### src/rtl/pcmfc_pkg.sv
// Shared types, register indexes and helper functions of the PCM sample
// format converter. No dependencies.
package pcmfc_pkg;

    typedef enum logic [2:0] {
        FMT_S16    = 3'd0,
        FMT_S24_3  = 3'd1,
        FMT_S24_RJ = 3'd2,
        FMT_S24_LJ = 3'd3,
        FMT_S32    = 3'd4,
        FMT_F32    = 3'd5,
        FMT_F64    = 3'd6,
        FMT_NONE   = 3'd7
    } t_fmt;

    localparam logic REG_DECODE_FMT = 1'b0;
    localparam logic REG_ENCODE_FMT = 1'b1;

    localparam logic REQ_DECODE = 1'b0;

    function automatic logic [3:0] fmt_size(input t_fmt f);
        logic [3:0] s;
        case (f)
            FMT_S16:   s = 4'd2;
            FMT_S24_3: s = 4'd3;
            FMT_F64:   s = 4'd8;
            FMT_NONE:  s = 4'd0;
            default:   s = 4'd4;
        endcase
        return s;
    endfunction

    // Count of leading zeros; the result for an all-zero word is not used.
    function automatic logic [4:0] lzc32(input logic [31:0] a);
        logic [4:0] n;
        logic       found;
        n     = '0;
        found = 1'b0;
        for (int i = 31; i >= 0; i--) begin
            if (!found) begin
                if (a[i]) begin
                    found = 1'b1;
                end else begin
                    n = n + 5'd1;
                end
            end
        end
        return n;
    endfunction

endpackage

### src/rtl/pcm_sample_format_converter.sv
// Top level of the PCM sample format converter: a four-stage pipeline that
// decodes packed sample bytes to binary64 and encodes binary64 to bytes.
// Depends on pcmfc_pkg.
//
// Usage: write decode_format (index 0) and encode_format (index 1) on the
// plain write port while the block is idle. Each input word carries a
// request type, sample bytes for a decode and a binary64 pattern for an
// encode. Every input word gives exactly one output word.
// o_valid rises once an accepted word has passed from stage one through stages two
// and three into the output register of stage four. One word enters every cycle while
// o_stall is low; throughput is one word per cycle through the four register stages.
// Stage one latches the format and prepares sign, magnitude and clamping,
// stage two counts leading zeros and forms the exact product by 2^n-1,
// stage three normalizes and rounds, stage four packs the output register.
// A synchronous active-low reset empties the pipeline and sets both formats
// to s16. When the receiver stalls, the output word holds and each stage
// keeps filling until the pipeline is full; o_stall then rises.
module pcm_sample_format_converter (
    input  logic        i_clk,
    input  logic        i_rst_n,
    input  logic        i_cfg_we,
    input  logic [0:0]  i_cfg_idx,
    input  logic [2:0]  i_cfg_wdata,
    input  logic        i_valid,
    output logic        o_stall,
    input  logic        i_req_type,
    input  logic [63:0] i_in_bytes,
    input  logic [63:0] i_in_value,
    output logic        o_valid,
    input  logic        i_stall,
    output logic [63:0] o_out_value,
    output logic [63:0] o_out_bytes,
    output logic [3:0]  o_byte_count
);

    pcmfc_pkg::t_fmt r_dec_fmt, r_enc_fmt;

    logic en1, en2, en3, en4;

    // Stage 1.
    logic            r1_v, r1_req, r1_neg, r1_sgn, r1_nan;
    pcmfc_pkg::t_fmt r1_fmt;
    logic [63:0]     r1_data;
    logic [31:0]     r1_mag;
    logic [10:0]     r1_ebase, r1_e;
    logic [52:0]     r1_m;

    // Stage 2.
    logic            r2_v, r2_req, r2_neg, r2_sgn, r2_nan;
    pcmfc_pkg::t_fmt r2_fmt;
    logic [63:0]     r2_data;
    logic [31:0]     r2_mag;
    logic [10:0]     r2_ebase, r2_e;
    logic [52:0]     r2_m;
    logic [4:0]      r2_lz, r2_c, r2_n;
    logic [83:0]     r2_p;

    // Stage 3.
    logic            r3_v, r3_req, r3_sgn, r3_nan, r3_zero;
    pcmfc_pkg::t_fmt r3_fmt;
    logic [63:0]     r3_data, r3_dec;
    logic [53:0]     r3_rk;
    logic [11:0]     r3_sh;
    logic [31:0]     r3_f32;

    // Stage 4 (output).
    logic            r4_v, r4_req;
    logic [63:0]     r_out_value, r_out_bytes;
    logic [3:0]      r_byte_count;

    assign en4     = !r4_v || !i_stall;
    assign en3     = !r3_v || en4;
    assign en2     = !r2_v || en3;
    assign en1     = !r1_v || en2;
    assign o_stall = !en1;

    always_ff @(posedge i_clk) begin
        if (!i_rst_n) begin
            r_dec_fmt <= pcmfc_pkg::FMT_S16;
            r_enc_fmt <= pcmfc_pkg::FMT_S16;
        end else if (i_cfg_we) begin
            case (i_cfg_idx)
                pcmfc_pkg::REG_DECODE_FMT: r_dec_fmt <= pcmfc_pkg::t_fmt'(i_cfg_wdata);
                pcmfc_pkg::REG_ENCODE_FMT: r_enc_fmt <= pcmfc_pkg::t_fmt'(i_cfg_wdata);
                default: ;
            endcase
        end
    end

    // Stage 1: sign and magnitude for integer decode, clamping for encode.
    pcmfc_pkg::t_fmt n1_fmt;
    logic [31:0]     n1_x, n1_mag;
    logic [10:0]     n1_ebase, n1_ve;
    logic [51:0]     n1_vf;
    logic            n1_nan, n1_big;
    logic [63:0]     n1_data;

    always_comb begin
        n1_fmt   = i_req_type ? r_enc_fmt : r_dec_fmt;
        n1_x     = {{16{i_in_bytes[15]}}, i_in_bytes[15:0]};
        n1_ebase = 11'd1039;
        case (r_dec_fmt)
            pcmfc_pkg::FMT_S24_3, pcmfc_pkg::FMT_S24_RJ: begin
                n1_x     = {{8{i_in_bytes[23]}}, i_in_bytes[23:0]};
                n1_ebase = 11'd1031;
            end
            pcmfc_pkg::FMT_S24_LJ: begin
                n1_x     = {{8{i_in_bytes[31]}}, i_in_bytes[31:8]};
                n1_ebase = 11'd1031;
            end
            pcmfc_pkg::FMT_S32: begin
                n1_x     = i_in_bytes[31:0];
                n1_ebase = 11'd1023;
            end
            default: ;
        endcase
        n1_mag = n1_x[31] ? (32'd0 - n1_x) : n1_x;

        n1_ve  = i_in_value[62:52];
        n1_vf  = i_in_value[51:0];
        n1_nan = (n1_ve == 11'h7FF) && (n1_vf != 52'd0);
        n1_big = i_in_value[62:0] > 63'h3FF0_0000_0000_0000;
        if (n1_big) begin
            n1_ve = 11'd1023;
            n1_vf = '0;
        end
        n1_data = i_req_type ? {i_in_value[63], n1_ve, n1_vf} : i_in_bytes;
    end

    always_ff @(posedge i_clk) begin
        if (!i_rst_n) begin
            r1_v <= 1'b0;
        end else if (en1) begin
            r1_v <= i_valid;
        end
    end

    always_ff @(posedge i_clk) begin
        if (en1) begin
            r1_req   <= i_req_type;
            r1_fmt   <= n1_fmt;
            r1_data  <= n1_data;
            r1_neg   <= n1_x[31];
            r1_mag   <= n1_mag;
            r1_ebase <= n1_ebase;
            r1_sgn   <= i_in_value[63];
            r1_nan   <= n1_nan;
            r1_e     <= n1_ve;
            r1_m     <= {n1_ve != 11'd0, n1_vf};
        end
    end

    // Stage 2: leading zero counts and the exact product m * (2^n - 1).
    logic [4:0]  n2_n;
    logic [83:0] n2_mx;

    always_comb begin
        case (r1_fmt)
            pcmfc_pkg::FMT_S16: n2_n = 5'd15;
            pcmfc_pkg::FMT_S32: n2_n = 5'd31;
            default:            n2_n = 5'd23;
        endcase
        n2_mx = {31'd0, r1_m};
    end

    always_ff @(posedge i_clk) begin
        if (!i_rst_n) begin
            r2_v <= 1'b0;
        end else if (en2) begin
            r2_v <= r1_v;
        end
    end

    always_ff @(posedge i_clk) begin
        if (en2) begin
            r2_req   <= r1_req;
            r2_fmt   <= r1_fmt;
            r2_data  <= r1_data;
            r2_neg   <= r1_neg;
            r2_mag   <= r1_mag;
            r2_ebase <= r1_ebase;
            r2_sgn   <= r1_sgn;
            r2_nan   <= r1_nan;
            r2_e     <= r1_e;
            r2_m     <= r1_m;
            r2_lz    <= pcmfc_pkg::lzc32(r1_mag);
            r2_c     <= pcmfc_pkg::lzc32({r1_data[22:0], 9'd0}) + 5'd1;
            r2_n     <= n2_n;
            r2_p     <= (n2_mx << n2_n) - n2_mx;
        end
    end

    // Stage 3: normalize decoded values, round the product and the f32 result.
    logic [31:0] n3_norm;
    logic [63:0] n3_int, n3_wid, n3_dec;
    logic [7:0]  n3_we;
    logic [22:0] n3_wm;
    logic [4:0]  n3_d;
    logic [6:0]  n3_top;
    logic [83:0] n3_ps, n3_low;
    logic        n3_rnd;
    logic [53:0] n3_rk;
    logic [30:0] n3_fw, n3_fbase;
    logic [10:0] n3_fs;
    logic [5:0]  n3_s6;
    logic [53:0] n3_m54, n3_fsm, n3_flow;
    logic        n3_frnd;

    always_comb begin
        n3_norm = r2_mag << r2_lz;
        if (r2_mag == 32'd0) begin
            n3_int = '0;
        end else begin
            n3_int = {r2_neg, r2_ebase - {6'd0, r2_lz}, n3_norm[30:0], 21'd0};
        end

        n3_we = r2_data[30:23];
        n3_wm = r2_data[22:0];
        if (n3_we == 8'hFF) begin
            if (n3_wm == 23'd0) begin
                n3_wid = {r2_data[31], 11'h7FF, 52'd0};
            end else begin
                n3_wid = {r2_data[31], 12'hFFF, n3_wm[21:0], 29'd0};
            end
        end else if (n3_we == 8'd0) begin
            if (n3_wm == 23'd0) begin
                n3_wid = {r2_data[31], 63'd0};
            end else begin
                n3_wid = {r2_data[31], 11'd897 - {6'd0, r2_c}, 23'(n3_wm << r2_c), 29'd0};
            end
        end else begin
            n3_wid = {r2_data[31], {3'd0, n3_we} + 11'd896, n3_wm, 29'd0};
        end

        case (r2_fmt)
            pcmfc_pkg::FMT_F32:  n3_dec = n3_wid;
            pcmfc_pkg::FMT_F64:  n3_dec = r2_data;
            pcmfc_pkg::FMT_NONE: n3_dec = '0;
            default:             n3_dec = n3_int;
        endcase

        n3_top = 7'd52 + {2'd0, r2_n};
        n3_d   = r2_p[n3_top] ? r2_n : (r2_n - 5'd1);
        n3_ps  = r2_p >> n3_d;
        n3_low = (84'd1 << (n3_d - 5'd1)) - 84'd1;
        n3_rnd = r2_p[n3_d - 5'd1] && ((|(r2_p & n3_low)) || r2_p[n3_d]);
        n3_rk  = n3_ps[53:0] + {53'd0, n3_rnd};

        n3_m54 = {1'b0, r2_m};
        if (r2_e >= 11'd897) begin
            n3_fbase = {8'(r2_e - 11'd896), r2_m[51:29]};
            n3_frnd  = r2_m[28] && ((|r2_m[27:0]) || r2_m[29]);
            n3_fw    = n3_fbase + {30'd0, n3_frnd};
            n3_fs    = '0;
            n3_s6    = '0;
            n3_fsm   = '0;
            n3_flow  = '0;
        end else begin
            n3_fbase = '0;
            n3_fs    = 11'd926 - r2_e;
            n3_s6    = n3_fs[5:0];
            n3_fsm   = n3_m54 >> n3_s6;
            n3_flow  = (54'd1 << (n3_s6 - 6'd1)) - 54'd1;
            n3_frnd  = n3_m54[n3_s6 - 6'd1] && ((|(n3_m54 & n3_flow)) || n3_fsm[0]);
            if (n3_fs >= 11'd55) begin
                n3_fw = '0;
            end else begin
                n3_fw = n3_fsm[30:0] + {30'd0, n3_frnd};
            end
        end
    end

    always_ff @(posedge i_clk) begin
        if (!i_rst_n) begin
            r3_v <= 1'b0;
        end else if (en3) begin
            r3_v <= r2_v;
        end
    end

    always_ff @(posedge i_clk) begin
        if (en3) begin
            r3_req  <= r2_req;
            r3_fmt  <= r2_fmt;
            r3_data <= r2_data;
            r3_dec  <= n3_dec;
            r3_sgn  <= r2_sgn;
            r3_nan  <= r2_nan;
            r3_zero <= (r2_e == 11'd0);
            r3_rk   <= n3_rk;
            r3_sh   <= 12'd1075 - {1'b0, r2_e} - {7'd0, n3_d};
            r3_f32  <= {r2_sgn, n3_fw};
        end
    end

    // Stage 4: truncate toward zero, apply the sign and pack the bytes.
    logic [53:0] n4_q;
    logic [31:0] n4_qs;
    logic [63:0] n4_bytes;

    always_comb begin
        if (r3_zero || (r3_sh >= 12'd54)) begin
            n4_q = '0;
        end else begin
            n4_q = r3_rk >> r3_sh[5:0];
        end
        n4_qs = r3_sgn ? (32'd0 - n4_q[31:0]) : n4_q[31:0];
        case (r3_fmt)
            pcmfc_pkg::FMT_S16:    n4_bytes = {48'd0, n4_qs[15:0]};
            pcmfc_pkg::FMT_S24_3:  n4_bytes = {40'd0, n4_qs[23:0]};
            pcmfc_pkg::FMT_S24_RJ: n4_bytes = {32'd0, {8{n4_qs[23]}}, n4_qs[23:0]};
            pcmfc_pkg::FMT_S24_LJ: n4_bytes = {32'd0, n4_qs[23:0], 8'd0};
            pcmfc_pkg::FMT_S32:    n4_bytes = {32'd0, n4_qs};
            pcmfc_pkg::FMT_F32:    n4_bytes = {32'd0, r3_f32};
            pcmfc_pkg::FMT_F64:    n4_bytes = r3_data;
            default:               n4_bytes = '0;
        endcase
        if (r3_nan) begin
            n4_bytes = '0;
        end
    end

    always_ff @(posedge i_clk) begin
        if (!i_rst_n) begin
            r4_v <= 1'b0;
        end else if (en4) begin
            r4_v <= r3_v;
        end
    end

    always_ff @(posedge i_clk) begin
        if (en4) begin
            r4_req       <= r3_req;
            r_out_value  <= (r3_req == pcmfc_pkg::REQ_DECODE) ? r3_dec : 64'd0;
            r_out_bytes  <= (r3_req == pcmfc_pkg::REQ_DECODE) ? 64'd0 : n4_bytes;
            r_byte_count <= pcmfc_pkg::fmt_size(r3_fmt);
        end
    end

    assign o_valid      = r4_v;
    assign o_out_value  = r_out_value;
    assign o_out_bytes  = r_out_bytes;
    assign o_byte_count = r_byte_count;

    a_stall_full: assert property (@(posedge i_clk) disable iff (!i_rst_n)
        o_stall |-> (r1_v && r2_v && r3_v && r4_v))
        else $error("input stalled while the pipeline has a free stage");

    a_accept_enters: assert property (@(posedge i_clk) disable iff (!i_rst_n)
        (i_valid && !o_stall) |=> r1_v)
        else $error("accepted word did not enter the first stage");

    a_decode_no_bytes: assert property (@(posedge i_clk) disable iff (!i_rst_n)
        (o_valid && (r4_req == pcmfc_pkg::REQ_DECODE)) |-> (o_out_bytes == 64'd0))
        else $error("decode result carries encoded bytes");

    a_none_is_zero: assert property (@(posedge i_clk) disable iff (!i_rst_n)
        (o_valid && (o_byte_count == 4'd0)) |-> (o_out_value == 64'd0 && o_out_bytes == 64'd0))
        else $error("unused format code gave a nonzero result");

endmodule
### config.mk
export PLATFORM = sky130hd
export DESIGN_NAME = pcm_sample_format_converter
export DESIGN_NICKNAME = d
export VERILOG_FILES = /design/src/rtl/pcmfc_pkg.sv /design/src/rtl/pcm_sample_format_converter.sv
export SDC_FILE = /design/constraint.sdc
export NUM_CORES = 2
export LEC_CHECK = 0
export BUFFER_PORTS_ARGS = -buffer_cell sky130_fd_sc_hd__buf_2
export CAP_MARGIN = 20
export CELL_PAD_IN_SITES_DETAIL_PLACEMENT = 0
export CELL_PAD_IN_SITES_GLOBAL_PLACEMENT = 1
export CORE_ASPECT_RATIO = 0.9
export CORE_MARGIN = 4
export CORE_UTILIZATION = 25
export CTS_CLUSTER_SIZE = 28
export DETAILED_ROUTE_END_ITERATION = 12
export PLACE_DENSITY_LB_ADDON = 0.2
export SLEW_MARGIN = 5
export SYNTH_ARGS = -nofsm -noshare
export SYNTH_HDL_FRONTEND = slang
export SYNTH_SLANG_ARGS = --single-unit
### constraint.sdc
create_clock -name i_clk -period 20.8 [get_ports i_clk]
set_input_delay 2.08 -clock i_clk [delete_from_list [all_inputs] [get_ports i_clk]]
set_output_delay 2.08 -clock i_clk [all_outputs]
set_load 0.005 [all_outputs]
==> results.md <==
- The run finished with clean final reports.
- In this run the clock root is driven by a clkbuf_16.
- The library cell contributing the largest single delay on the critical path is edfxtp_1.
- The worst hold path terminates at r2_data[30]$_DFFE_PP_.
- The net count of the finished layout is 6123.
- The cell area after placement is 63000 µm².
- From left edge to right edge, the die measures 516 µm.
- Entering global routing, the biggest net connects 157 pins.
- Sorting the synthesized cells by area gives the leading types as edfxtp_1 (41%), mux4_2 (7.3%), mux2i_1 (5.6%).
- The cell type contributing the most total cell area after synthesis is edfxtp_1.
- The number of buffers created by CTS is 96.
- For the pin with the worst max-slew slack, the measured transition is 1.22 ns.
- The worst pin sits at a relative slew slack of 18.8%.
- The via count of the first global-routing pass is 45000.
- The number of maximum-capacitance violations is 0.
- The startpoint of the tightest hold check path is r1_data[30]$_DFFE_PN_.
- Dividing the synthesized area by the synthesized cell count gives 10.3 µm².
- Detailed placement ended at an HPWL of 185000 µm.
- The worst setup path is of the reg -> reg kind.
- The first-pass GRT wire length is 340000 µm.
- The final non-filler cell area is 66300 µm².
- Counting buffers and inverters, the worst setup path is 99 cells deep.
- The floorplan has 167 rows.
- The setup-violating endpoint count in the final report is 0.
- The area of the die is 240000 µm².
- The power density of the placed cells is 105 nW/µm².
- For the finished layout, the period the worst path requires is 19.62 ns.
- The synthesized design contains 799 enable-type register cells.
- The worst hold slack after final layout is 0.396 ns.
- The type of element capturing the critical path is a flop.
- The detailed-router iteration count before antenna repair is 8.
- The startpoint type of the worst setup path is a flop.
- The part of the Yosys area used for sequential elements is 41.6%.
- The clock arrives with 0.0413 ns of skew.
- The highest achievable clock rate is 51.0 MHz.
- The terminus of the critical flop-to-flop path is r2_c[4]$_DFFE_PP_.
- The highest net fanout along the worst path is 8.
- The critical path's top delay family is adder cells.
- The number of top-level pins is 272.
- In the layout the commonest cells are edfxtp_1 (799), nand2_1 (618), nor2_1 (428), mux2i_1 (325), a21oi_1 (304).
- After synthesis, the share of flip-flops with an asynchronous set or reset is 0%.
- The number of max-slew violations in the final report is 0.
- The TritonCTS clock tree is done.
- The count of cells along the worst hold path is 0.
- On the worst path, the slowest cell contributes a delay of 0.55 ns.
- The ratio of cells with drive above 1 in the final layout is 15.9%.
- The number of levels the H-tree was split into is 3.
- For the worst setup path, the data arrival time is 20.11 ns.
- Compared with the post-synthesis result, the final layout area differs by 14.0%.
- The most common cell after layout, fill and taps aside is edfxtp_1.
- The share of the clock period used by the worst path is 94.3%.
- The initial antenna violation count was 26.
- The detailed-route via count is 47400.
- The final layout contains routed wiring with a total length of 241000 µm.
- The iteration-0 DRC count of the detailed router is 5406.
- The clock sink count is 809.
- After synthesis the netlist holds a flip-flop and latch count of 809.
- The fraction of post-synthesis cell area in the top cell type by area is 41.3%.
- The synthesized instance count is 5672.
- The remaining number of nets flagged by the antenna check after routing is 0.
- The number of cells on the worst reg-to-reg path is 99.
- The peak supply drop is 62.7 µV.
- The routed wirelength normalized by instance count is 26.9 µm.
- The final-report hold violation count is 0.
- Counting distinct cell types in the post-synthesis netlist gives 100.
- The floorplan step defined a core boundary enclosing 231000 µm².
- The number of buffers inserted by port buffering is 271.
- The number of buffer and inverter stages on the critical path is 6.
- For the worst setup path, the data required time is 21.29 ns.
- For this run, design rule violations remaining after detail routing come to 0.
- The remaining global-route overflow is 0.
- The tightest min-delay check is of the reg -> reg type.
- At the later pin of the worst-skew pair, clock insertion delay measures 0.75 ns.
- For this configuration, the core starts out at a cell density of 25.2%.
- The die outline height is 466 µm.
- The total number of yosys warnings is 0.
- The vias per cell is 5.30.
- The reg-to-reg setup timing slack is 1.18 ns.
- The global routing usage summed across all routing layers is 19.4%.
- The global placement routability congestion is 0.887.
- The analysis attributes to cell leakage a power of 25.0 nW.
- The reg-to-reg startpoint is r1_data[20]$_DFFE_PN_.
- By instance count, the cell type seen most on the critical path is ha_1.
- The longest clock path from root to sink contains 3 buffers.
- The register clock-pin slew on the reported worst setup and hold paths is 0.07 ns.
- The combined area of all synthesized cells is 58200 µm².
- The most common flop cell mapped by yosys is edfxtp_1.
area by class of cell:
type / count / area, µm²
fillers: 24200 / 164000
multi-input cells: 4359 / 32200
inverters: 185 / 704
flip-flops and latches: 809 / 24200
repair buffers: 376 / 2170
clock buffers: 112 / 2500
diodes: 7 / 17.5
clock inverters: 64 / 688
well taps: 3042 / 3810
cells by family after synthesis:
family / count (synthesis) / synth area share [%]
other: 1 / 0.00645
and+or+nand+nor: 1962 / 16.5
buffers and inverters: 512 / 3.38
adders and majority gates: 167 / 3.57
AOI/OAI and AO/OA: 1186 / 13.3
DFF: 809 / 41.6
muxes: 643 / 15.4
xor gates and xnor gates: 392 / 6.27
worst register-to-register path: cells and delay by family (launching register included):
family / cells / cell delay [ns]
AND/OR/NAND/NOR: 24 / 2.15
XOR/XNOR: 1 / 0.26
buffers and inverters: 6 / 0.74
multiplexers: 7 / 0.89
adder cells (fa/ha/maj): 29 / 8.53
flip-flops: 1 / 0.55
AO/OA/AOI/OAI: 32 / 6.25
repair_timing:
item / 4_1_cts / 5_1_grt
setup endpoints to repair: 0 / 1
setup buffers: 0 / 2
hold buffers: 0 / 0
resized for setup: 0 / 10
hold endpoints to repair: 0 / 0
sequential cells by signal (all words and copies together), names as in the netlist, 31 cells and up:
name / count
r2_data: 64
r2_mag: 32
r1_mag: 32
r1_data: 64
r3_f32: 31
o_out_value: 64
r2_m: 53
r2_p: 83
r3_dec: 64
r3_rk: 54
r3_data: 64
r1_m: 53
o_out_bytes: 64
Yosys cell counts, types with 128 or more instances:
master and count:
mux4_2 189, edfxtp_1 799, clkbuf_1 248, xor2_1 149, ha_1 157, nor2_1 433, nor2b_1 141, nand2_1 620
o21ai_0 266, xnor2_1 227, inv_1 175, a21oi_1 305, mux2i_1 325, mux2_2 128, and2_1 155
how the worst max path moves through the flow:
stage,start,end,slack [ns]
after global routing,r1_data[20]$_DFFE_PN_,r2_c[4]$_DFFE_PP_,-0.08
after floorplan,r1_data[21]$_DFFE_PN_,r2_c[4]$_DFFE_PP_,2.41
after global placement,r1_data[21]$_DFFE_PN_,r2_c[4]$_DFFE_PP_,0.86
after CTS,r1_data[21]$_DFFE_PN_,r2_c[4]$_DFFE_PP_,0.59
final,r1_data[20]$_DFFE_PN_,r2_c[4]$_DFFE_PP_,1.18
after detailed placement,r1_data[21]$_DFFE_PN_,r2_c[4]$_DFFE_PP_,0.70
per-layer routing:
| metal | GRT usage [%] | up-vias | share of wire [%] |
|---|---|---|---|
| met1 | 30.3 | 23800 | 50 |
| met4 | 3.81 | 0 | 1.8 |
| met5 | 0 | - | 0 |
| met2 | 27.3 | 1809 | 41 |
| li1 | - | 21600 | - |
| met3 | 3.81 | 212 | 7.3 |
power by group:
part	total (mW)	internal [mW]	leakage, nW	switching, mW
logic	2.81	1.17	14.4	1.65
registers	2.43	2.10	9.05	0.325
clock network	1.73	0.996	1.55	0.737
total	6.98	4.27	25.0	2.71
stage by stage:
step | setup TNS [ns] | power [mW] | setup WS [ns] | std cells | util (%)
after floorplan | 0 | 4.24 | 2.41 | 5680 | -
after global placement | 0 | 5.23 | 0.862 | 8769 | 27.3
after detailed placement | 0 | 5.23 | 0.697 | 8769 | 27.3
after CTS | 0 | 7.00 | 0.591 | 8945 | 28.7
after global routing | -0.0764 | 7.36 | -0.0764 | 8948 | 28.7
final | 0 | 6.98 | 1.18 | 8954 | 28.7
(Power assumes the default switching activity.)
